[src/sv/assert_macros.svh]
// Assertion helpers for the vignette brighten block.
// Each macro samples on i_clk and is switched off while i_rst_n is low.
`ifndef ASSERT_MACROS_SVH
`define ASSERT_MACROS_SVH

// Check that a condition holds in the same cycle.
`define RVB_ASSERT_NOW(lbl, pre, cond) \
    lbl: assert property (@(posedge i_clk) disable iff (!i_rst_n) (pre) |-> (cond)) \
        else $error("assertion failed: lbl");

// Check that a condition holds in the cycle after the trigger.
`define RVB_ASSERT_NEXT(lbl, pre, cond) \
    lbl: assert property (@(posedge i_clk) disable iff (!i_rst_n) (pre) |=> (cond)) \
        else $error("assertion failed: lbl");

`endif

[src/sv/rvb_pkg.sv]
// ----------------------------------------------------------------------------
// rvb_pkg
// Types and constants shared by the radial vignette brighten block.
// ----------------------------------------------------------------------------
package rvb_pkg;

    // Field widths
    localparam int POS_W    = 12;
    localparam int DIM_W    = 13;
    localparam int RATIO_W  = 17;
    localparam int GAIN_W   = 32;
    localparam int CH_W     = 8;
    localparam int SCALED_W = POS_W + RATIO_W;       // 29
    localparam int SSQ_W    = 2 * SCALED_W;          // 58
    localparam int PSQ_W    = 2 * POS_W;             // 24
    localparam int DIST_W   = SSQ_W - 32 + 1;        // 27
    localparam int PROD_W   = DIST_W + GAIN_W;       // 59
    localparam int ADD_W    = PROD_W - 24;           // 35

    // Pipeline depth
    localparam int NSTG = 6;

    // Configuration register indexes
    localparam logic [1:0] CFG_FRAME_WIDTH  = 2'd0;
    localparam logic [1:0] CFG_FRAME_HEIGHT = 2'd1;
    localparam logic [1:0] CFG_AXIS_RATIO   = 2'd2;
    localparam logic [1:0] CFG_GAIN         = 2'd3;

    // Configuration reset values
    localparam logic [DIM_W-1:0]   RST_FRAME_WIDTH  = 13'd640;
    localparam logic [DIM_W-1:0]   RST_FRAME_HEIGHT = 13'd480;
    localparam logic [RATIO_W-1:0] RST_AXIS_RATIO   = 17'd49152;
    localparam logic [GAIN_W-1:0]  RST_GAIN         = 32'd53477;

    localparam logic [CH_W-1:0] CH_MAX = 8'd255;

    typedef struct packed {
        logic [POS_W-1:0] col_pos;
        logic [POS_W-1:0] row_pos;
        logic [CH_W-1:0]  blue_in;
        logic [CH_W-1:0]  green_in;
        logic [CH_W-1:0]  red_in;
    } t_pix_in;

    typedef struct packed {
        logic [CH_W-1:0] blue_out;
        logic [CH_W-1:0] green_out;
        logic [CH_W-1:0] red_out;
    } t_pix_out;

    typedef struct packed {
        logic [CH_W-1:0] blue;
        logic [CH_W-1:0] green;
        logic [CH_W-1:0] red;
    } t_rgb;

    typedef struct packed {
        logic [DIM_W-1:0]   frame_width;
        logic [DIM_W-1:0]   frame_height;
        logic [RATIO_W-1:0] axis_ratio_q16;
        logic [GAIN_W-1:0]  gain_q24;
    } t_cfg;

    // Per-stage advance enables
    typedef struct packed {
        logic [NSTG-1:0] adv;
    } t_pipe_ctrl;

    // Stage one result: offset magnitudes
    typedef struct packed {
        logic [POS_W-1:0] long_mag;
        logic [POS_W-1:0] plain_mag;
        t_rgb             rgb;
    } t_ofs;

    // Stage four result: integer squared distance
    typedef struct packed {
        logic [DIST_W-1:0] dist_sq;
        t_rgb              rgb;
    } t_dist;

endpackage

[src/sv/rvb_offset.sv]
// ----------------------------------------------------------------------------
// rvb_offset
// Stage one: offsets from the frame centre, sorted into long and short axis.
// ----------------------------------------------------------------------------
module rvb_offset
    import rvb_pkg::*;
(
    input  logic    i_clk,
    input  logic    i_adv,
    input  t_pix_in i_pix,
    input  t_cfg    i_cfg,
    output t_ofs    o_ofs
);

    logic [POS_W-1:0] cx;
    logic [POS_W-1:0] cy;
    logic [POS_W-1:0] mx;
    logic [POS_W-1:0] my;
    logic             wide;
    t_ofs             n_ofs;
    t_ofs             r_ofs;

    // Centre by halving, then absolute offsets
    always_comb begin
        cx   = i_cfg.frame_width[DIM_W-1:1];
        cy   = i_cfg.frame_height[DIM_W-1:1];
        mx   = (cx >= i_pix.col_pos) ? (cx - i_pix.col_pos) : (i_pix.col_pos - cx);
        my   = (cy >= i_pix.row_pos) ? (cy - i_pix.row_pos) : (i_pix.row_pos - cy);
        wide = (i_cfg.frame_width > i_cfg.frame_height);
        n_ofs.long_mag  = wide ? mx : my;
        n_ofs.plain_mag = wide ? my : mx;
        n_ofs.rgb.blue  = i_pix.blue_in;
        n_ofs.rgb.green = i_pix.green_in;
        n_ofs.rgb.red   = i_pix.red_in;
    end

    // Advance the stage register
    always_ff @(posedge i_clk) begin
        if (i_adv) begin
            r_ofs <= n_ofs;
        end
    end

    assign o_ofs = r_ofs;

endmodule

[config.mk]
export PLATFORM = sky130hd
export DESIGN_NAME = rvb_offset
export DESIGN_NICKNAME = d
export VERILOG_FILES = /design/src/sv/assert_macros.svh /design/src/sv/rvb_pkg.sv /design/src/sv/rvb_offset.sv
export SDC_FILE = /design/constraint.sdc
export NUM_CORES = 1
export LEC_CHECK = 0
export ABC_CLOCK_PERIOD_IN_PS = 4900
export BUFFER_PORTS_ARGS = -buffer_cell sky130_fd_sc_hd__buf_2
export CORE_MARGIN = 3
export CORE_UTILIZATION = 40
export CTS_CLUSTER_DIAMETER = 100
export CTS_CLUSTER_SIZE = 28
export DETAILED_ROUTE_END_ITERATION = 8
export PLACE_DENSITY = 0.68
export SETUP_SLACK_MARGIN = 0.5
export SYNTH_ARGS = -nofsm -noshare
export SYNTH_HDL_FRONTEND = slang
export SYNTH_SLANG_ARGS = --single-unit
[constraint.sdc]
create_clock -name i_clk -period 4.9 [get_ports i_clk]
set_input_delay 0.245 -clock i_clk [delete_from_list [all_inputs] [get_ports i_clk]]
set_output_delay 0.245 -clock i_clk [all_outputs]
set_load 0.05 [all_outputs]
==> impl_metrics.csv <==
group,metric,value,unit
global_route,grt_pass1_vias,3639,
pwr,power.switching,0.638,mW
placement,gp_congestion,0.893,
setup_path,path_max_fanout,13,
placement,place_hpwl,9510,um
setup_path,slowest_stage,"o31ai_4",
sta,finalSetupViolations,0,
placement,port_buffers,123,
synthesis,syn_area,0.00442,sq mm
floorplanning,start_util,0.419,
layout,syn_to_final_growth,18.0,%
pwr,power.density,288,mW/mm^2
clock_tree,clk_pin_slew,90,ps
route,routed_wl,11300,um
route,drtPass1Iterations,5,
clock_tree,ctsResizeCount,0,
clock_tree,cts.path.max_buffers,2,
route,ant_nets,0,
layout,seq_area,0.00144,sq mm
pwr,ir_drop,0.000222,V
outcome,status,"complete, no violations",
setup_path,cpPeakStageDelay,630,ps
placement,dp.cells,701,
setup_path,endpoint_kind,"register",
pwr,p_clk_frac,0.149,
sta,rsz0062_at_grt,"false",
layout,multiInputGateArea,0.00266,sq mm
synthesis,avgSynthCellArea,9.68,sq um
setup_path,start_kind,"input pin",
layout,final_common_cell,"buf_2",
setup_path,crit_type,"input pin to register",
route,num_vias,3787,
min_path,holdPathStages,1,
floorplanning,num_rows,37,
synthesis,ys_top_cells_by_area,"edfxtp_1, ha_1, mux2i_1",
floorplanning,fp.dieArea,0.0124,sq mm
sta,worst_slew_pin_slew,1000,ps
sta,drv_slew,0,
flow_run,drv_cap,0,
clock_tree,numClockSinks,48,
synthesis,synth_flop_cell,"edfxtp_1",
clock_tree,post-cts-setup-buffers,0,
layout,final_cells,709,
layout,nets,760,
layout,fillerInstances,1009,
synthesis,synth_edf_count,48,
global_route,grtUsageTotal,0.179,
sta,relSlewSlack,0.332,
sta,max_freq,326,MHz
synthesis,synth.distinct_cells,64,
synthesis,ys_ff_latch,48,
min_path,hold_class,"input pin to register",
route,wl_per_cell,16.0,um
sta,final.setup.tns,0,ps
global_route,grt.overflow.total,0,
pwr,switching_share,0.425,
route,route.detailed.drc,0,
clock_tree,cts-root-buf,"clkbuf_8",
layout,final_core_util,0.495,
pwr,p_leak,2.57,nW
clock_tree,ctsHoldBuffers,0,
floorplanning,core_area,0.0106,sq mm
sta,period_share,0.627,
clock_tree,numCtsBuffers,5,
pwr,p_comb_frac,0.489,
synthesis,ys_seq_area_frac,0.326,
synthesis,synth_nets,645,
global_route,grt_pass1_wl,18100,um
pwr,seqPwrFrac,0.362,
floorplanning,die_x,111,um
layout,final_cell_area,0.00522,sq mm
synthesis,netlist.area_leader.share,0.326,
clock_tree,cts_tree,"yes",
layout,drive_gt1_frac,0.255,
setup_path,crit_chain,"buf_2 -> ha_1 -> a21oi_1 -> o21ai_0 -> o211a_1 -> o31ai_4 -> mux2_2 -> o311ai_0 -> o221ai_1 -> a311oi_1",
global_route,grt_max_degree,49,
synthesis,synth_cells,457,
synthesis,synthArstFlopShare,0,
global_route,antenna_found_initial,0,
setup_path,worstPathArrival,3190,ps
layout,largest_register_ffs,48,
floorplanning,die_y,111,um
pwr,p_total,1.50,mW
layout,antennaDiodeCount,0,
clock_tree,ctsHtreeMaxLevel,2,
placement,post_dp_cell_area,0.00513,sq mm
layout,final_cell_mix,"buf_2, inv_1, ha_1",
sta,min_period,3070,ps
sta,final_hold_viol_count,0,
route,viasPerCell,5.34,
synthesis,ys_warn_count,0,
pwr,cellInternalPower,0.863,mW
route,drtIter0Drc,242,
synthesis,synth_top_area_cell,"edfxtp_1",
setup_path,cp.required,5020,ps
floorplanning,ios,173,
==> critical path: cells and delay by family <==
kind,cells,cell delay (ps)
buf+inv,1,140
compound gates,7,1970
fa+ha+maj,1,390
mux,1,440
==> cell families (layout without fill, tap and decap cells) <==
family,count (synthesis),after routing,share of synthesized area
mux,30,30,0.0699
fa+ha+maj,63,63,0.185
simple gates,97,97,0.116
compound gates,128,128,0.205
xor+xnor,13,13,0.0257
flops,48,48,0.326
buf+inv,78,194,0.0730
==> per-layer routing <==
metal  wire, um  GRT usage
met5          0          0
met4        155     0.0462
met2       5200      0.298
met3        686     0.0273
met1       5280      0.243
==> area by class of cell <==
type	count	area share
Timing Repair Buffer	125	0.121
Tap cell	136	0.0326
Clock buffer	5	0.0132
Sequential cell	48	0.276
Inverter	61	0.0439
Clock inverter	3	0.00335
Multi-Input combinational cell	331	0.510
==> cell usage after synthesis (7+ instances only) <==
master     n
ha_1      59
nand2_1   32
nor4_1     7
nor2b_1    7
xnor2_1   10
a21oi_1   34
edfxtp_1  48
inv_1     61
a21o_1    15
mux2i_1   26
nand3_1    9
o21ai_0   19
==> final timing paths <==
path	start	to	slack (ps)
worst max-delay path	i_cfg[66]	o_ofs[34]	1830
worst min-delay path	i_pix[21]	o_ofs[21]	120
==> power by group through the flow <==
| stage | sequential, mW | combinational (mW) | clock [mW] |
|---|---|---|---|
| final | 0.543 | 0.735 | 0.224 |
| after global routing | 0.549 | 0.795 | 0.253 |
| after CTS | 0.544 | 0.737 | 0.235 |
| after detailed placement | 0.553 | 0.734 | 0 |
| after global placement | 0.552 | 0.721 | 0 |
| after floorplan | 0.761 | 0.337 | 0 |
==> through the flow <==
stage | hold WS [ps] | setup WS [ps]
floorplan | 344 | 2010
global placement | 423 | 1560
detailed placement | 424 | 1540
CTS | 103 | 1830
global route | 93.6 | 1610
finish | 118 | 1830
Power figures use the tool's default switching activity.
