## config.mk

```make
export PLATFORM = sky130hd
export DESIGN_NAME = rvb_dist
export DESIGN_NICKNAME = d
export VERILOG_FILES = /design/src/sv/assert_macros.svh /design/src/sv/rvb_pkg.sv /design/src/sv/rvb_dist.sv
export SDC_FILE = /design/constraint.sdc
export NUM_CORES = 2
export LEC_CHECK = 0
export ABC_AREA = 0
export BUFFER_PORTS_ARGS = -buffer_cell sky130_fd_sc_hd__buf_2
export CAP_MARGIN = 10
export CORE_MARGIN = 8
export CORE_UTILIZATION = 60
export DETAILED_ROUTE_END_ITERATION = 8
export HOLD_SLACK_MARGIN = 0.1
export PLACE_DENSITY = 0.78
export SLEW_MARGIN = 15
export SYNTH_ARGS = -nofsm -noshare
export SYNTH_HDL_FRONTEND = slang
export SYNTH_SLANG_ARGS = --single-unit
```

## constraint.sdc

```tcl
create_clock -name i_clk -period 17.5 [get_ports i_clk]
set_input_delay 4.375 -clock i_clk [delete_from_list [all_inputs] [get_ports i_clk]]
set_output_delay 4.375 -clock i_clk [all_outputs]
set_load 0.03 [all_outputs]
```

## src/sv/assert_macros.svh

```systemverilog
// Assertion helpers for the vignette brighten block.
// Each macro samples on i_clk and is switched off while i_rst_n is low.
`ifndef ASSERT_MACROS_SVH
`define ASSERT_MACROS_SVH

// Check that a condition holds in the same cycle.
`define RVB_ASSERT_NOW(lbl, pre, cond) \
    lbl: assert property (@(posedge i_clk) disable iff (!i_rst_n) (pre) |-> (cond)) \
        else $error("assertion failed: lbl");

// Check that a condition holds in the cycle after the trigger.
`define RVB_ASSERT_NEXT(lbl, pre, cond) \
    lbl: assert property (@(posedge i_clk) disable iff (!i_rst_n) (pre) |=> (cond)) \
        else $error("assertion failed: lbl");

`endif

```

## src/sv/rvb_pkg.sv

```systemverilog
// ----------------------------------------------------------------------------
// rvb_pkg
// Types and constants shared by the radial vignette brighten block.
// ----------------------------------------------------------------------------
package rvb_pkg;

    // Field widths
    localparam int POS_W    = 12;
    localparam int DIM_W    = 13;
    localparam int RATIO_W  = 17;
    localparam int GAIN_W   = 32;
    localparam int CH_W     = 8;
    localparam int SCALED_W = POS_W + RATIO_W;       // 29
    localparam int SSQ_W    = 2 * SCALED_W;          // 58
    localparam int PSQ_W    = 2 * POS_W;             // 24
    localparam int DIST_W   = SSQ_W - 32 + 1;        // 27
    localparam int PROD_W   = DIST_W + GAIN_W;       // 59
    localparam int ADD_W    = PROD_W - 24;           // 35

    // Pipeline depth
    localparam int NSTG = 6;

    // Configuration register indexes
    localparam logic [1:0] CFG_FRAME_WIDTH  = 2'd0;
    localparam logic [1:0] CFG_FRAME_HEIGHT = 2'd1;
    localparam logic [1:0] CFG_AXIS_RATIO   = 2'd2;
    localparam logic [1:0] CFG_GAIN         = 2'd3;

    // Configuration reset values
    localparam logic [DIM_W-1:0]   RST_FRAME_WIDTH  = 13'd640;
    localparam logic [DIM_W-1:0]   RST_FRAME_HEIGHT = 13'd480;
    localparam logic [RATIO_W-1:0] RST_AXIS_RATIO   = 17'd49152;
    localparam logic [GAIN_W-1:0]  RST_GAIN         = 32'd53477;

    localparam logic [CH_W-1:0] CH_MAX = 8'd255;

    typedef struct packed {
        logic [POS_W-1:0] col_pos;
        logic [POS_W-1:0] row_pos;
        logic [CH_W-1:0]  blue_in;
        logic [CH_W-1:0]  green_in;
        logic [CH_W-1:0]  red_in;
    } t_pix_in;

    typedef struct packed {
        logic [CH_W-1:0] blue_out;
        logic [CH_W-1:0] green_out;
        logic [CH_W-1:0] red_out;
    } t_pix_out;

    typedef struct packed {
        logic [CH_W-1:0] blue;
        logic [CH_W-1:0] green;
        logic [CH_W-1:0] red;
    } t_rgb;

    typedef struct packed {
        logic [DIM_W-1:0]   frame_width;
        logic [DIM_W-1:0]   frame_height;
        logic [RATIO_W-1:0] axis_ratio_q16;
        logic [GAIN_W-1:0]  gain_q24;
    } t_cfg;

    // Per-stage advance enables
    typedef struct packed {
        logic [NSTG-1:0] adv;
    } t_pipe_ctrl;

    // Stage one result: offset magnitudes
    typedef struct packed {
        logic [POS_W-1:0] long_mag;
        logic [POS_W-1:0] plain_mag;
        t_rgb             rgb;
    } t_ofs;

    // Stage four result: integer squared distance
    typedef struct packed {
        logic [DIST_W-1:0] dist_sq;
        t_rgb              rgb;
    } t_dist;

endpackage

```

## src/sv/rvb_dist.sv

```systemverilog
// ----------------------------------------------------------------------------
// rvb_dist
// Stages two to four: scale the long axis, square both offsets, sum to an
// integer squared distance.
// ----------------------------------------------------------------------------
module rvb_dist
    import rvb_pkg::*;
(
    input  logic               i_clk,
    input  logic [2:0]         i_adv,
    input  t_ofs               i_ofs,
    input  logic [RATIO_W-1:0] i_ratio,
    output t_dist              o_dist
);

    logic [SCALED_W-1:0] r_scaled;
    logic [PSQ_W-1:0]    r_psq2;
    t_rgb                r_rgb2;
    logic [SSQ_W-1:0]    r_ssq;
    logic [PSQ_W-1:0]    r_psq3;
    t_rgb                r_rgb3;
    t_dist               r_dist;

    // Stage two: scale the long offset, square the short one
    always_ff @(posedge i_clk) begin
        if (i_adv[0]) begin
            r_scaled <= SCALED_W'(i_ofs.long_mag) * SCALED_W'(i_ratio);
            r_psq2   <= PSQ_W'(i_ofs.plain_mag) * PSQ_W'(i_ofs.plain_mag);
            r_rgb2   <= i_ofs.rgb;
        end
    end

    // Stage three: square the scaled offset (Q.32)
    always_ff @(posedge i_clk) begin
        if (i_adv[1]) begin
            r_ssq  <= SSQ_W'(r_scaled) * SSQ_W'(r_scaled);
            r_psq3 <= r_psq2;
            r_rgb3 <= r_rgb2;
        end
    end

    // Stage four: drop the fraction and add the plain square
    always_ff @(posedge i_clk) begin
        if (i_adv[2]) begin
            r_dist.dist_sq <= DIST_W'(r_ssq[SSQ_W-1:32]) + DIST_W'(r_psq3);
            r_dist.rgb     <= r_rgb3;
        end
    end

    assign o_dist = r_dist;

endmodule

```

==> impl_metrics.ini <==
[placed_design]
detailedPlacementHpwl_um = 71100
gp_congestion = 0.927
portBuffers = 119
dpl_cell_area_sq_mm = 0.0422

[synth]
yosysWarnings = 0
ys_top_cells_by_area = fa_1 (43%), edfxtp_1 (15%), ha_1 (12%)
synth.most_common_cell = inv_1
synth_top_cells_by_count = inv_1 (1,101), fa_1 (877), nand2_1 (416)
synthesis.nets = 5427
synth-seq-cells = 200
synth_top_area_share = 0.430
syn_area_per_cell_sq_um = 10.0
synth_area_leader_cell = fa_1
syn-cell-area_sq_mm = 0.0408
synth_edf_count = 200
postSynthCellCount = 4075
synth-seq-area-share = 0.147
async_flop_share = 0
ys_types = 66
synthFlopType = edfxtp_1

[finish]
synthToLayoutAreaGrowth_pct = 4.93
nets = 5460
register_area_sq_mm = 0.00601
nFillCells = 5353
fin_area_sq_mm = 0.0428
drive_gt1_frac = 0.0510
multi_input_area_sq_mm = 0.0302

[setup_path]
crit_chain = buf_2 -> nand2_1 -> fa_1 -> inv_1 -> fa_1 -> inv_1 -> fa_1 -> inv_1 -> fa_1 -> fa_1 -> ha_1 -> o21a_1 -> o21ai_0 -> nor2_1 -> o21ai_1 -> a311oi_1 -> a211oi_1 -> o21ai_0 -> a31oi_1 -> xnor2_1
cp-end-kind = flop
cp_slowest_stage_delay_ps = 660
worst-path-max-fanout = 17
crit_buf_inv = 4
critPathSlowestCell = a311oi_1
crit_required_ps = 17710
cp_top_family = adder cells
cp-start-kind = primary input
cpMostUsedCell = fa_1
critical_path_class = in2reg
cp.arrival_ps = 9710

[cts]
htree_levels = 4
root_buffer = clkbuf_16
post_cts_buffers = 0
cts_made_buffers = 17
cts_resized = 0
cts_tree = yes
path_clk_slew_ps = 90
worstSkewPairLatency_ps = 470
hold_buffers = 0
clock-sinks = 200
clockBufferDepth = 2

[sta]
fin_crit_sh = 0.543
rsz0062_at_grt = no
final.setup.tns_ps = 0
slew_violations = 0
worstMarginPinSlew_ps = 1070
skew_ps = 25.6
fin_crit_ps = 9510
setup_violations = 0
slew_headroom = 0.289
fmax_mhz = 105
hold_viol = 0

[global_routing]
grt_pass1_vias = 30100
grt_pass1_wl_um = 151000
antenna_found_initial = 3
grt_max_degree = 77
grt_overflow = 0
grt.total_usage = 0.244

[floorplan]
dieWidth_um = 277
die_area_sq_mm = 0.0767
ios = 120
start_util = 0.607
core_sq_mm = 0.0673
num_rows = 95
dieHeight_um = 277

[route]
via_per_inst = 5.43
vias = 27100
wl_per_cell_um = 17.8
drc = 0
drtAntennaViolNets = 0
drt-total-wl_um = 89000
firstDrtPassIters = 5
drtIter0Drc = 1534

[outcome]
outcome = finished clean

[run]
cap_viol_max_count = 0

[hold_path]
hp-class = reg2reg
[kinds of logic after synthesis]
| kind of cell | synth area share |
|---|---|
| buffers and inverters | 0.114 |
| and+or+nand+nor | 0.111 |
| DFF | 0.147 |
| adders and majority gates | 0.554 |
| AOI/OAI and AO/OA | 0.0489 |
| xor gates and xnor gates | 0.0236 |
| muxes | 0.00129 |
[metal layers]
metal  GRT usage  vias to the layer above  routed length, um
met2       0.437                      783              46200
met1       0.303                    13800              35000
met3      0.0319                      200               4840
met5           0                        -                 13
li1            -                    12300                  -
met4      0.0809                        2               2950
[per-stage QoR]
step / hold slack [ps] / std cells / util / setup WS, ps
after floorplan: 400 / 4075 / - / 7940
after global placement: 400 / 4962 / 0.628 / 7700
after detailed placement: 405 / 4962 / 0.628 / 7620
after CTS: 418 / 4994 / 0.637 / 8120
after global routing: 425 / 4994 / 0.637 / 7630
final: 418 / 4996 / 0.637 / 7990
[worst paths after layout]
check / startpoint / cells past startpoint / end / slack, ps
worst max-delay path: i_ofs[39] / 20 / r_scaled[28] / 7990
worst max register to register: r_scaled[13] / 25 / r_ssq[51] / 8570
worst min-delay path: r_psq2[9] / 0 / r_psq3[9] / 420
worst min register to register: r_psq2[9] / 0 / r_psq3[9] / 420
[cell usage in the layout (no fill, tap or decap), drive strengths merged, types with 6 or more instances in the layout]
| cell | count |
|---|---|
| and2 | 299 |
| nor2 | 96 |
| o21bai | 15 |
| clkinv | 7 |
| a211oi | 8 |
| inv | 1110 |
| clkbuf | 17 |
| a31o | 6 |
| edfxtp | 200 |
| o21a | 7 |
| o211ai | 6 |
| fa | 877 |
| nor2b | 21 |
| buf | 149 |
| or2 | 8 |
| o21ai | 58 |
| and3 | 11 |
| a21o | 44 |
| a31oi | 21 |
| a21oi | 103 |
| nand2 | 416 |
| xor2 | 33 |
| xnor2 | 77 |
| nand3 | 30 |
| ha | 406 |
| nand4 | 18 |
| nor3 | 20 |
[area by class of cell]
type | instances | share of cell area
inverter | 1102 | 0.0965
antenna | 2 | 0.000117
tap | 873 | 0.0255
timing repair buffer | 149 | 0.0193
sequential | 200 | 0.140
clock inverter | 15 | 0.00403
multi-input combinational | 2638 | 0.704
clock buffer | 17 | 0.00993
[sequential cells by signal, summed over array words and instances, names as in the netlist]
register	count
r_rgb2	24
r_psq3	23
o_dist	51
r_rgb3	24
r_psq2	23
r_scaled	29
r_ssq	26
Power is not shown: default switching activity piles up to over one toggle a cycle in this logic, so the estimate is an artifact.
