===== config.mk =====
export PLATFORM = sky130hd
export DESIGN_NAME = rvb_cfg
export DESIGN_NICKNAME = d
export VERILOG_FILES = /design/src/sv/assert_macros.svh /design/src/sv/rvb_pkg.sv /design/src/sv/rvb_cfg.sv
export SDC_FILE = /design/constraint.sdc
export NUM_CORES = 1
export LEC_CHECK = 0
export ABC_AREA = 1
export BUFFER_PORTS_ARGS = -buffer_cell sky130_fd_sc_hd__clkbuf_2
export CORE_MARGIN = 2
export CORE_UTILIZATION = 35
export DETAILED_ROUTE_END_ITERATION = 16
export GPL_TIMING_DRIVEN = 0
export SLEW_MARGIN = 20
export SYNTH_ARGS = -nofsm -noshare
export SYNTH_HDL_FRONTEND = slang
export SYNTH_SLANG_ARGS = --single-unit

===== constraint.sdc =====
create_clock -name i_clk -period 1.86 [get_ports i_clk]
set_input_delay 0.186 -clock i_clk [delete_from_list [all_inputs] [get_ports i_clk]]
set_output_delay 0.186 -clock i_clk [all_outputs]
set_load 0.05 [all_outputs]

===== src/sv/assert_macros.svh =====
// Assertion helpers for the vignette brighten block.
// Each macro samples on i_clk and is switched off while i_rst_n is low.
`ifndef ASSERT_MACROS_SVH
`define ASSERT_MACROS_SVH

// Check that a condition holds in the same cycle.
`define RVB_ASSERT_NOW(lbl, pre, cond) \
    lbl: assert property (@(posedge i_clk) disable iff (!i_rst_n) (pre) |-> (cond)) \
        else $error("assertion failed: lbl");

// Check that a condition holds in the cycle after the trigger.
`define RVB_ASSERT_NEXT(lbl, pre, cond) \
    lbl: assert property (@(posedge i_clk) disable iff (!i_rst_n) (pre) |=> (cond)) \
        else $error("assertion failed: lbl");

`endif


===== src/sv/rvb_pkg.sv =====
// ----------------------------------------------------------------------------
// rvb_pkg
// Types and constants shared by the radial vignette brighten block.
// ----------------------------------------------------------------------------
package rvb_pkg;

    // Field widths
    localparam int POS_W    = 12;
    localparam int DIM_W    = 13;
    localparam int RATIO_W  = 17;
    localparam int GAIN_W   = 32;
    localparam int CH_W     = 8;
    localparam int SCALED_W = POS_W + RATIO_W;       // 29
    localparam int SSQ_W    = 2 * SCALED_W;          // 58
    localparam int PSQ_W    = 2 * POS_W;             // 24
    localparam int DIST_W   = SSQ_W - 32 + 1;        // 27
    localparam int PROD_W   = DIST_W + GAIN_W;       // 59
    localparam int ADD_W    = PROD_W - 24;           // 35

    // Pipeline depth
    localparam int NSTG = 6;

    // Configuration register indexes
    localparam logic [1:0] CFG_FRAME_WIDTH  = 2'd0;
    localparam logic [1:0] CFG_FRAME_HEIGHT = 2'd1;
    localparam logic [1:0] CFG_AXIS_RATIO   = 2'd2;
    localparam logic [1:0] CFG_GAIN         = 2'd3;

    // Configuration reset values
    localparam logic [DIM_W-1:0]   RST_FRAME_WIDTH  = 13'd640;
    localparam logic [DIM_W-1:0]   RST_FRAME_HEIGHT = 13'd480;
    localparam logic [RATIO_W-1:0] RST_AXIS_RATIO   = 17'd49152;
    localparam logic [GAIN_W-1:0]  RST_GAIN         = 32'd53477;

    localparam logic [CH_W-1:0] CH_MAX = 8'd255;

    typedef struct packed {
        logic [POS_W-1:0] col_pos;
        logic [POS_W-1:0] row_pos;
        logic [CH_W-1:0]  blue_in;
        logic [CH_W-1:0]  green_in;
        logic [CH_W-1:0]  red_in;
    } t_pix_in;

    typedef struct packed {
        logic [CH_W-1:0] blue_out;
        logic [CH_W-1:0] green_out;
        logic [CH_W-1:0] red_out;
    } t_pix_out;

    typedef struct packed {
        logic [CH_W-1:0] blue;
        logic [CH_W-1:0] green;
        logic [CH_W-1:0] red;
    } t_rgb;

    typedef struct packed {
        logic [DIM_W-1:0]   frame_width;
        logic [DIM_W-1:0]   frame_height;
        logic [RATIO_W-1:0] axis_ratio_q16;
        logic [GAIN_W-1:0]  gain_q24;
    } t_cfg;

    // Per-stage advance enables
    typedef struct packed {
        logic [NSTG-1:0] adv;
    } t_pipe_ctrl;

    // Stage one result: offset magnitudes
    typedef struct packed {
        logic [POS_W-1:0] long_mag;
        logic [POS_W-1:0] plain_mag;
        t_rgb             rgb;
    } t_ofs;

    // Stage four result: integer squared distance
    typedef struct packed {
        logic [DIST_W-1:0] dist_sq;
        t_rgb              rgb;
    } t_dist;

endpackage


===== src/sv/rvb_cfg.sv =====
// ----------------------------------------------------------------------------
// rvb_cfg
// Configuration register file; frame sizes are clamped to the maximum dimension.
// ----------------------------------------------------------------------------
module rvb_cfg
    import rvb_pkg::*;
#(
    parameter int MAX_DIM = 4096
) (
    input  logic        i_clk,
    input  logic        i_rst_n,
    input  logic        i_cfg_valid,
    input  logic [1:0]  i_cfg_index,
    input  logic [31:0] i_cfg_data,
    output t_cfg        o_cfg
);

    t_cfg             r_cfg;
    t_cfg             n_cfg;
    logic [DIM_W-1:0] dim_clamped;

    // Clamp a written dimension to the maximum
    always_comb begin
        if (32'(i_cfg_data[DIM_W-1:0]) > 32'(MAX_DIM)) begin
            dim_clamped = DIM_W'(MAX_DIM);
        end else begin
            dim_clamped = i_cfg_data[DIM_W-1:0];
        end
    end

    // Decode the register index
    always_comb begin
        n_cfg = r_cfg;
        if (i_cfg_valid) begin
            unique case (i_cfg_index)
                CFG_FRAME_WIDTH:  n_cfg.frame_width    = dim_clamped;
                CFG_FRAME_HEIGHT: n_cfg.frame_height   = dim_clamped;
                CFG_AXIS_RATIO:   n_cfg.axis_ratio_q16 = i_cfg_data[RATIO_W-1:0];
                CFG_GAIN:         n_cfg.gain_q24       = i_cfg_data[GAIN_W-1:0];
                default:          n_cfg = r_cfg;
            endcase
        end
    end

    // Hold the registers
    always_ff @(posedge i_clk) begin
        if (!i_rst_n) begin
            r_cfg.frame_width    <= RST_FRAME_WIDTH;
            r_cfg.frame_height   <= RST_FRAME_HEIGHT;
            r_cfg.axis_ratio_q16 <= RST_AXIS_RATIO;
            r_cfg.gain_q24       <= RST_GAIN;
        end else begin
            r_cfg <= n_cfg;
        end
    end

    assign o_cfg = r_cfg;

endmodule


==> flow_metrics.tcl <==
set metrics [dict create \
    run_status "completed" \
    clock_tree.buffer_depth 2 \
    synth_net_count 369 \
    clock_tree_from_tritoncts "yes" \
    crit_buf_inv 1 \
    average_detailed_routed_wire_length_per_instance_um 13.5 \
    synthesized_area_per_cell_um2 7.92 \
    clock_sink_count 75 \
    max_capacitance_violation_count 0 \
    flip_flop_count_of_the_largest_register_after_layout 75 \
    cts.root.buffer_cell "clkbuf_8" \
    timing.final.setup_violations 0 \
    cts_made_buffers 9 \
    fmax_ghz 0.839 \
    critPathCaptureType "primary output" \
    clkLatencyLatePin_ns 0.34 \
    number_of_nets_with_antenna_violations_after_routing 0 \
    ys.warnings.count 0 \
    routabilityCongestion 0.803 \
    net_count_final 490 \
    port-buffer-count 110 \
    path_clk_slew_ns 0.07 \
    synth_seq_area_share_pct 57.1 \
    number_of_drc_violations_after_detailed_routing 0 \
    std_cell_rows 31 \
    share_comb_of_total_power_pct 15.6 \
    grt_pass1_wl_mm 12.2 \
    overall_power_uw 3720 \
    mostFrequentLayoutCells "110 x clkbuf_2, 85 x nand2_1, 75 x dfxtp_1, 48 x a21oi_1, 41 x nor2_1" \
    relSlewSlack_pct 65.9 \
    layout.cells.most_common "clkbuf_2" \
    die_height_um 90.7 \
    post_route_cells_drive_above_1_share_pct 31.0 \
    worstHoldPathType "input pin to flop" \
    drtIter0Drc 95 \
    start_kind "flop" \
    syn_area_um2 2630 \
    via_count 2607 \
    internal-power_uw 2640 \
    post_cts_gate_resize_count 0 \
    critPathMaxFanout 2 \
    htreeDepth 3 \
    final_standard_cell_area_without_fillers_um2 3530 \
    dr.pass1.iters 4 \
    worst_ir_drop_vdd_mv 0.436 \
    unrepaired_setup_endpoints_after_global_routing "false" \
    worst-slew-pin-transition_ns 0.512 \
    area_growth_pct 34.3 \
    grt_antenna_before_repair 0 \
    path_cells "clkbuf_2" \
    floorplan.die_area_um2 8220 \
    fin_tns_setup_ns 0 \
    post_cts_buffers 0 \
    synth-seq-cells 75 \
    place_area_um2 3300 \
    cp_slowest_cell "dfxtp_1" \
    largest_net_degree_at_the_start_of_global_routing 13 \
    grt.total_usage_pct 18.9 \
    power_leakage_uw 0.00163 \
    fin_worst_skew_ns 0 \
    core_um2 7250 \
    diodes 0 \
    hpwlAfterDp_mm 5.62 \
    hold_bufs_at_cts 0 \
    die_width_um 90.7 \
    post_synth_inst_count 332 \
    p_clk_share_pct 38.2 \
    cp_data_required_time_ns 1.67 \
    final_max_slew_viol_count 0 \
    top_level_ports 112 \
    ys_types 14 \
    routed_via_density 4.68 \
    final-hold-violation-count 0 \
    crit_path_max_incr_delay_ns 0.37 \
    start_util_pct 36.2 \
    sw_frac_of_total_pct 28.9 \
    setup.worst_path.class "flop to primary output" \
    multiInputGateArea_um2 1010 \
    totalWireLength_mm 7.53 \
    tmin_final_ns 1.19 \
    p_per_area_nw_per_um2 1050 \
    fillers 762 \
    globalRoute.totalOverflow 0 \
    final-seq-area_um2 1500 \
    timing.critical_path.max_delay_family "flip-flops" \
    number_of_global_route_vias_before_repair 2413 \
    power.net_switching_uw 1080 \
    layout_worst_path_cycle_share_pct 64.1 \
    seq_power_share_pct 46.2 \
    worstPathArrival_ns 1.01 \
]
-- through the flow --
step / instances / util (%) / hold WS (ns) / setup WS [ns]
after floorplan: 332 / - / 0.299 / 0.922
after global placement: 541 / 45.5 / 0.417 / 0.530
after detailed placement: 541 / 45.5 / 0.415 / 0.558
after CTS: 557 / 48.7 / 0.0487 / 0.663
after global routing: 557 / 48.7 / 0.0416 / 0.619
final: 557 / 48.7 / 0.0616 / 0.668
-- cells by family after synthesis --
family | Yosys count | synth area share [%]
simple gates | 143 | 21.8
compound gates | 87 | 16.6
flops | 75 | 57.1
buf+inv | 27 | 4.47
-- worst paths after layout --
path                                     start        end  slack, ns  depth (start not counted)
worst max-delay path                  o_cfg[1]   o_cfg[1]       0.67                          1
worst min-delay path            i_cfg_data[30]  o_cfg[30]       0.06                          3
worst max register to register       o_cfg[58]  o_cfg[58]       1.20                          2
worst min register to register       o_cfg[30]  o_cfg[30]       0.47                          2
-- synth_stat cells --
cell | n | area, um^2
a21oi_1 | 48 | 240
and2_0 | 1 | 6.26
buf_2 | 7 | 35.0
buf_4 | 2 | 15.0
clkbuf_1 | 11 | 41.3
dfxtp_1 | 75 | 1500
inv_1 | 2 | 7.51
inv_2 | 5 | 18.8
nand2_1 | 85 | 319
nand3_1 | 13 | 65.1
nand3_2 | 3 | 30.0
nor2_1 | 41 | 154
o21ai_0 | 27 | 135
o21ai_1 | 12 | 60.1
-- layout make-up --
class	count	share of cell area, %
well taps	99	3.51
multi-input cells	230	28.6
clock inverters	4	2.06
plain buffers	20	2.59
repair buffers	110	15.6
inverters	7	0.744
clock buffers	12	4.39
flip-flops and latches	75	42.5
-- power by group through the flow --
| stage | clock (uW) | combinational, uW | sequential [uW] |
|---|---|---|---|
| 4_1_cts | 1450 | 584 | 1720 |
| 3_5_place_dp | 0 | 583 | 1750 |
| 5_1_grt | 1530 | 626 | 1730 |
| 6_report | 1420 | 580 | 1720 |
| 2_1_floorplan | 0 | 152 | 2010 |
| 3_3_place_gp | 0 | 579 | 1750 |
-- routing by layer --
| metal | global-route usage, % | share of wire (%) |
|---|---|---|
| met1 | 25.2 | 46 |
| met2 | 28.4 | 46 |
| met3 | 5.43 | 6.0 |
| met4 | 8.21 | 2.3 |
| met5 | 0 | 0 |
Note: power is estimated with default switching activity, not from simulation.
