## src/sv/assert_macros.svh

```systemverilog
// Assertion helpers for the vignette brighten block.
// Each macro samples on i_clk and is switched off while i_rst_n is low.
`ifndef ASSERT_MACROS_SVH
`define ASSERT_MACROS_SVH

// Check that a condition holds in the same cycle.
`define RVB_ASSERT_NOW(lbl, pre, cond) \
    lbl: assert property (@(posedge i_clk) disable iff (!i_rst_n) (pre) |-> (cond)) \
        else $error("assertion failed: lbl");

// Check that a condition holds in the cycle after the trigger.
`define RVB_ASSERT_NEXT(lbl, pre, cond) \
    lbl: assert property (@(posedge i_clk) disable iff (!i_rst_n) (pre) |=> (cond)) \
        else $error("assertion failed: lbl");

`endif

```

## src/sv/rvb_pkg.sv

```systemverilog
// ----------------------------------------------------------------------------
// rvb_pkg
// Types and constants shared by the radial vignette brighten block.
// ----------------------------------------------------------------------------
package rvb_pkg;

    // Field widths
    localparam int POS_W    = 12;
    localparam int DIM_W    = 13;
    localparam int RATIO_W  = 17;
    localparam int GAIN_W   = 32;
    localparam int CH_W     = 8;
    localparam int SCALED_W = POS_W + RATIO_W;       // 29
    localparam int SSQ_W    = 2 * SCALED_W;          // 58
    localparam int PSQ_W    = 2 * POS_W;             // 24
    localparam int DIST_W   = SSQ_W - 32 + 1;        // 27
    localparam int PROD_W   = DIST_W + GAIN_W;       // 59
    localparam int ADD_W    = PROD_W - 24;           // 35

    // Pipeline depth
    localparam int NSTG = 6;

    // Configuration register indexes
    localparam logic [1:0] CFG_FRAME_WIDTH  = 2'd0;
    localparam logic [1:0] CFG_FRAME_HEIGHT = 2'd1;
    localparam logic [1:0] CFG_AXIS_RATIO   = 2'd2;
    localparam logic [1:0] CFG_GAIN         = 2'd3;

    // Configuration reset values
    localparam logic [DIM_W-1:0]   RST_FRAME_WIDTH  = 13'd640;
    localparam logic [DIM_W-1:0]   RST_FRAME_HEIGHT = 13'd480;
    localparam logic [RATIO_W-1:0] RST_AXIS_RATIO   = 17'd49152;
    localparam logic [GAIN_W-1:0]  RST_GAIN         = 32'd53477;

    localparam logic [CH_W-1:0] CH_MAX = 8'd255;

    typedef struct packed {
        logic [POS_W-1:0] col_pos;
        logic [POS_W-1:0] row_pos;
        logic [CH_W-1:0]  blue_in;
        logic [CH_W-1:0]  green_in;
        logic [CH_W-1:0]  red_in;
    } t_pix_in;

    typedef struct packed {
        logic [CH_W-1:0] blue_out;
        logic [CH_W-1:0] green_out;
        logic [CH_W-1:0] red_out;
    } t_pix_out;

    typedef struct packed {
        logic [CH_W-1:0] blue;
        logic [CH_W-1:0] green;
        logic [CH_W-1:0] red;
    } t_rgb;

    typedef struct packed {
        logic [DIM_W-1:0]   frame_width;
        logic [DIM_W-1:0]   frame_height;
        logic [RATIO_W-1:0] axis_ratio_q16;
        logic [GAIN_W-1:0]  gain_q24;
    } t_cfg;

    // Per-stage advance enables
    typedef struct packed {
        logic [NSTG-1:0] adv;
    } t_pipe_ctrl;

    // Stage one result: offset magnitudes
    typedef struct packed {
        logic [POS_W-1:0] long_mag;
        logic [POS_W-1:0] plain_mag;
        t_rgb             rgb;
    } t_ofs;

    // Stage four result: integer squared distance
    typedef struct packed {
        logic [DIST_W-1:0] dist_sq;
        t_rgb              rgb;
    } t_dist;

endpackage

```

## src/sv/rvb_gain.sv

```systemverilog
// ----------------------------------------------------------------------------
// rvb_gain
// Stages five and six: apply the gain and add to each channel with saturation.
// ----------------------------------------------------------------------------
module rvb_gain
    import rvb_pkg::*;
(
    input  logic              i_clk,
    input  logic [1:0]        i_adv,
    input  t_dist             i_dist,
    input  logic [GAIN_W-1:0] i_gain,
    output t_pix_out          o_pix
);

    logic [PROD_W-1:0] prod;
    logic [ADD_W-1:0]  r_add;
    t_rgb              r_rgb5;
    t_pix_out          n_pix;
    t_pix_out          r_pix;
    logic              add_big;
    logic [CH_W:0]     sum_b;
    logic [CH_W:0]     sum_g;
    logic [CH_W:0]     sum_r;

    assign prod = PROD_W'(i_dist.dist_sq) * PROD_W'(i_gain);

    // Stage five: gain product, floored from Q.24
    always_ff @(posedge i_clk) begin
        if (i_adv[0]) begin
            r_add  <= prod[PROD_W-1:24];
            r_rgb5 <= i_dist.rgb;
        end
    end

    // Saturating channel add
    always_comb begin
        add_big = (r_add >= ADD_W'(CH_MAX));
        sum_b   = {1'b0, r_rgb5.blue}  + {1'b0, r_add[CH_W-1:0]};
        sum_g   = {1'b0, r_rgb5.green} + {1'b0, r_add[CH_W-1:0]};
        sum_r   = {1'b0, r_rgb5.red}   + {1'b0, r_add[CH_W-1:0]};
        n_pix.blue_out  = (add_big || sum_b[CH_W]) ? CH_MAX : sum_b[CH_W-1:0];
        n_pix.green_out = (add_big || sum_g[CH_W]) ? CH_MAX : sum_g[CH_W-1:0];
        n_pix.red_out   = (add_big || sum_r[CH_W]) ? CH_MAX : sum_r[CH_W-1:0];
    end

    // Stage six: output register
    always_ff @(posedge i_clk) begin
        if (i_adv[1]) begin
            r_pix <= n_pix;
        end
    end

    assign o_pix = r_pix;

endmodule
```

## config.mk

```make
export PLATFORM = sky130hd
export DESIGN_NAME = rvb_gain
export DESIGN_NICKNAME = d
export VERILOG_FILES = /design/src/sv/assert_macros.svh /design/src/sv/rvb_pkg.sv /design/src/sv/rvb_gain.sv
export SDC_FILE = /design/constraint.sdc
export NUM_CORES = 2
export LEC_CHECK = 0
export ABC_AREA = 0
export CAP_MARGIN = 20
export CORE_ASPECT_RATIO = 1.1
export CORE_MARGIN = 2
export CORE_UTILIZATION = 30
export CTS_CLUSTER_SIZE = 16
export DETAILED_ROUTE_END_ITERATION = 8
export DONT_BUFFER_PORTS = 1
export HOLD_SLACK_MARGIN = 0.15
export SLEW_MARGIN = 20
export SYNTH_ARGS = -nofsm -noshare
export SYNTH_HDL_FRONTEND = slang
export SYNTH_SLANG_ARGS = --single-unit
export TNS_END_PERCENT = 50
```

## constraint.sdc

```tcl
create_clock -name i_clk -period 7.9 [get_ports i_clk]
set_input_delay 0.79 -clock i_clk [delete_from_list [all_inputs] [get_ports i_clk]]
set_output_delay 0.79 -clock i_clk [all_outputs]
set_load 0.01 [all_outputs]
```

==> results.cfg <==
[grt]
grtUsageTotal_pct = 16.8
grt_pass1_wl_microns = 136000
grt_start_max_net_pins = 60
grt_antenna_before_repair = 0
grt_pass1_vias = 23930
overflow = 0

[place]
port_buffers = 0
dp_cells = 4562
gp_congestion = 0.832
dpl.hpwl_microns = 64400

[synthesis]
ys_ff_latch = 83
ys.flop_type = edfxtp_1
syn_nets = 4420
syn-mean-instance-area_sq_um = 9.17
syn_area_sq_um = 30900
synth_edf_count = 83
synth_area_leaders = fa_1 (49%), inv_1 (10%), ha_1 (8.8%)
yosys-top-cells-count = inv_1 (850), fa_1 (751), nand2_1 (573)
ys_seq_area_share_pct = 8.08
synth_area_leader_cell = fa_1
synthMostInstantiatedCell = inv_1
ys_warn_count = 0
synth_cells = 3366
yosysUniqueCellTypes = 67
netlist.area_leader.share_pct = 48.7
synthArstFlopShare_pct = 0

[hold_path]
worst_hold_path_type = primary input to flop
whs_path_depth = 0

[route]
drc = 0
ant_nets = 0
via_count = 21660
drt-total-wl_microns = 86000
drtIter0Drc = 1309
detail_route.vias_per_cell = 4.73
first_pass_iters = 5
wire_per_inst_microns = 18.8

[timing]
clock_skew_ps = 14.1
finalCritPeriodShare_pct = 88.8
rsz0062_at_grt = false
slew_headroom_pct = 61.2
report.final.slew_viol_count = 0
clock.fmax_mhz = 142
period_needed_ps = 7020
hold_viol = 0
worst_pin_slew_ps = 577
setup_violations = 0
fin_tns_setup_ps = 0

[floorplan]
die_y_microns = 340
dieArea_sq_um = 105000
pin_count = 110
num_rows = 123
die_x_microns = 310
initial_core_util_pct = 30.2
coreArea_sq_um = 102000

[cts]
htree_levels = 3
cts_tree = yes
cts_setup_buffers = 0
path_clk_slew_ps = 80
cts.sinks = 83
numCtsBuffers = 9
hold_buffers = 0
clkLatencyLatePin_ps = 340
cts_resized = 0
cts_buffer_depth = 2
ctsRootBufferMaster = clkbuf_16

[status]
status = complete, no violations

[critical_path]
crit_path_max_fanout = 32
crit_slowest_cell = fa_1
critPathMaxStageDelay_ps = 550
worstPathCellList = and2_1 > fa_1 > fa_1 > inv_1 > fa_1 > fa_1 > inv_1 > fa_1 > fa_1 > inv_1 > fa_1 > inv_1 > ha_1 > nand4_1 > or4_1 > o22ai_2 > o211ai_2 > a31oi_2 > nor3_1 > a311oi_2
start_kind = primary input
worstRegToRegCells = 11
cp_common_cell = fa_1
worstSetupPathType = primary input to flop
crit_required_ps = 8060
endpoint_kind = flop
cp.arrival_ps = 7180

[finish]
drive_above_1_share_pct = 1.16
multi_input_area_sq_um = 24500
diodes = 0
nFillCells = 10773
seqCellArea_sq_um = 2490
final_cells = 4578
synthToLayoutAreaGrowth_pct = 4.47
finalNetCount = 4252

[job]
maxCapViolCount = 0
-- cells by family after synthesis --
family | Yosys count | synth area share (%)
flip-flops | 83 | 8.08
multiplexers | 1 | 0.0324
AO/OA/AOI/OAI | 207 | 4.45
XOR/XNOR | 42 | 1.19
buffers and inverters | 1031 | 12.6
adder cells (fa/ha/maj) | 968 | 57.5
AND/OR/NAND/NOR | 1034 | 16.1
-- layout by cell type, fill, tap and decap left out, drive strengths merged, types with 2 or more instances in the layout --
| master | count |
|---|---|
| inv | 854 |
| fa | 751 |
| nand2 | 573 |
| and2 | 326 |
| ha | 217 |
| edfxtp | 83 |
| a21oi | 67 |
| o21ai | 43 |
| nor2 | 34 |
| xnor2 | 31 |
| a21o | 27 |
| nand3 | 22 |
| o21bai | 15 |
| nand4 | 12 |
| nor4 | 12 |
| xor2 | 11 |
| nand2b | 11 |
| nor2b | 10 |
| o211ai | 10 |
| nor3 | 9 |
| clkbuf | 9 |
| and3 | 7 |
| a21boi | 7 |
| a211oi | 5 |
| nand4b | 4 |
| nand3b | 4 |
| a31oi | 4 |
| and4 | 3 |
| o41ai | 3 |
| o21a | 3 |
| or2 | 3 |
| bufinv | 3 |
| o221ai | 2 |
| a221oi | 2 |
| or4 | 2 |
| a311oi | 2 |
| o311ai | 2 |
| buf | 2 |
| a2111oi | 2 |
| a31o | 2 |
-- state kept, by name, summed over array words and instances (netlist names) --
register	count
o_pix	24
r_add	35
r_rgb5	24
-- critical path: cells and delay by family --
kind,cells,cell delay [ps]
fa+ha+maj,8,4000
compound gates,4,1070
buf+inv,4,200
simple gates,4,1050
-- metal layers --
layer	up-vias	routed length (microns)	track usage [%]
met5	-	0	0
met4	0	2740	5.05
met3	153	4810	1.97
met2	672	44700	30.1
met1	11392	33700	21.0
li1	9443	-	-
-- through the flow --
step | utilization, % | instance area (sq um) | setup slack [ps] | hold WS, ps
2_1_floorplan | - | 30900 | 735 | 594
3_3_place_gp | 31.2 | 31900 | 680 | 609
3_5_place_dp | 31.2 | 31900 | 647 | 622
4_1_cts | 31.6 | 32200 | 1000 | 516
5_1_grt | 31.6 | 32200 | 699 | 516
6_report | 31.6 | 32200 | 882 | 535
-- cell type report --
| cell class | instances | share of cell area (%) |
|---|---|---|
| multi-input cells | 2252 | 75.9 |
| clock inverters | 7 | 0.396 |
| well taps | 1375 | 5.34 |
| repair buffers | 2 | 0.0466 |
| inverters | 850 | 9.90 |
| clock buffers | 9 | 0.699 |
| flip-flops and latches | 83 | 7.73 |
-- final timing paths --
check | startpoint | end | slack (ps)
max reg2reg | r_add[0]$_DFFE_PP_ | o_pix[8]$_SDFFCE_PP1P_ | 4890
min | i_dist[8] | r_rgb5[8]$_DFFE_PP_ | 540
max | i_dist[27] | r_add[31]$_DFFE_PP_ | 880
min reg2reg | r_rgb5[0]$_DFFE_PP_ | o_pix[0]$_SDFFCE_PP1P_ | 640
Power is left out: the tool's default activity adds up to more than one toggle a clock period on the data nets, which glitch-free logic cannot reach.
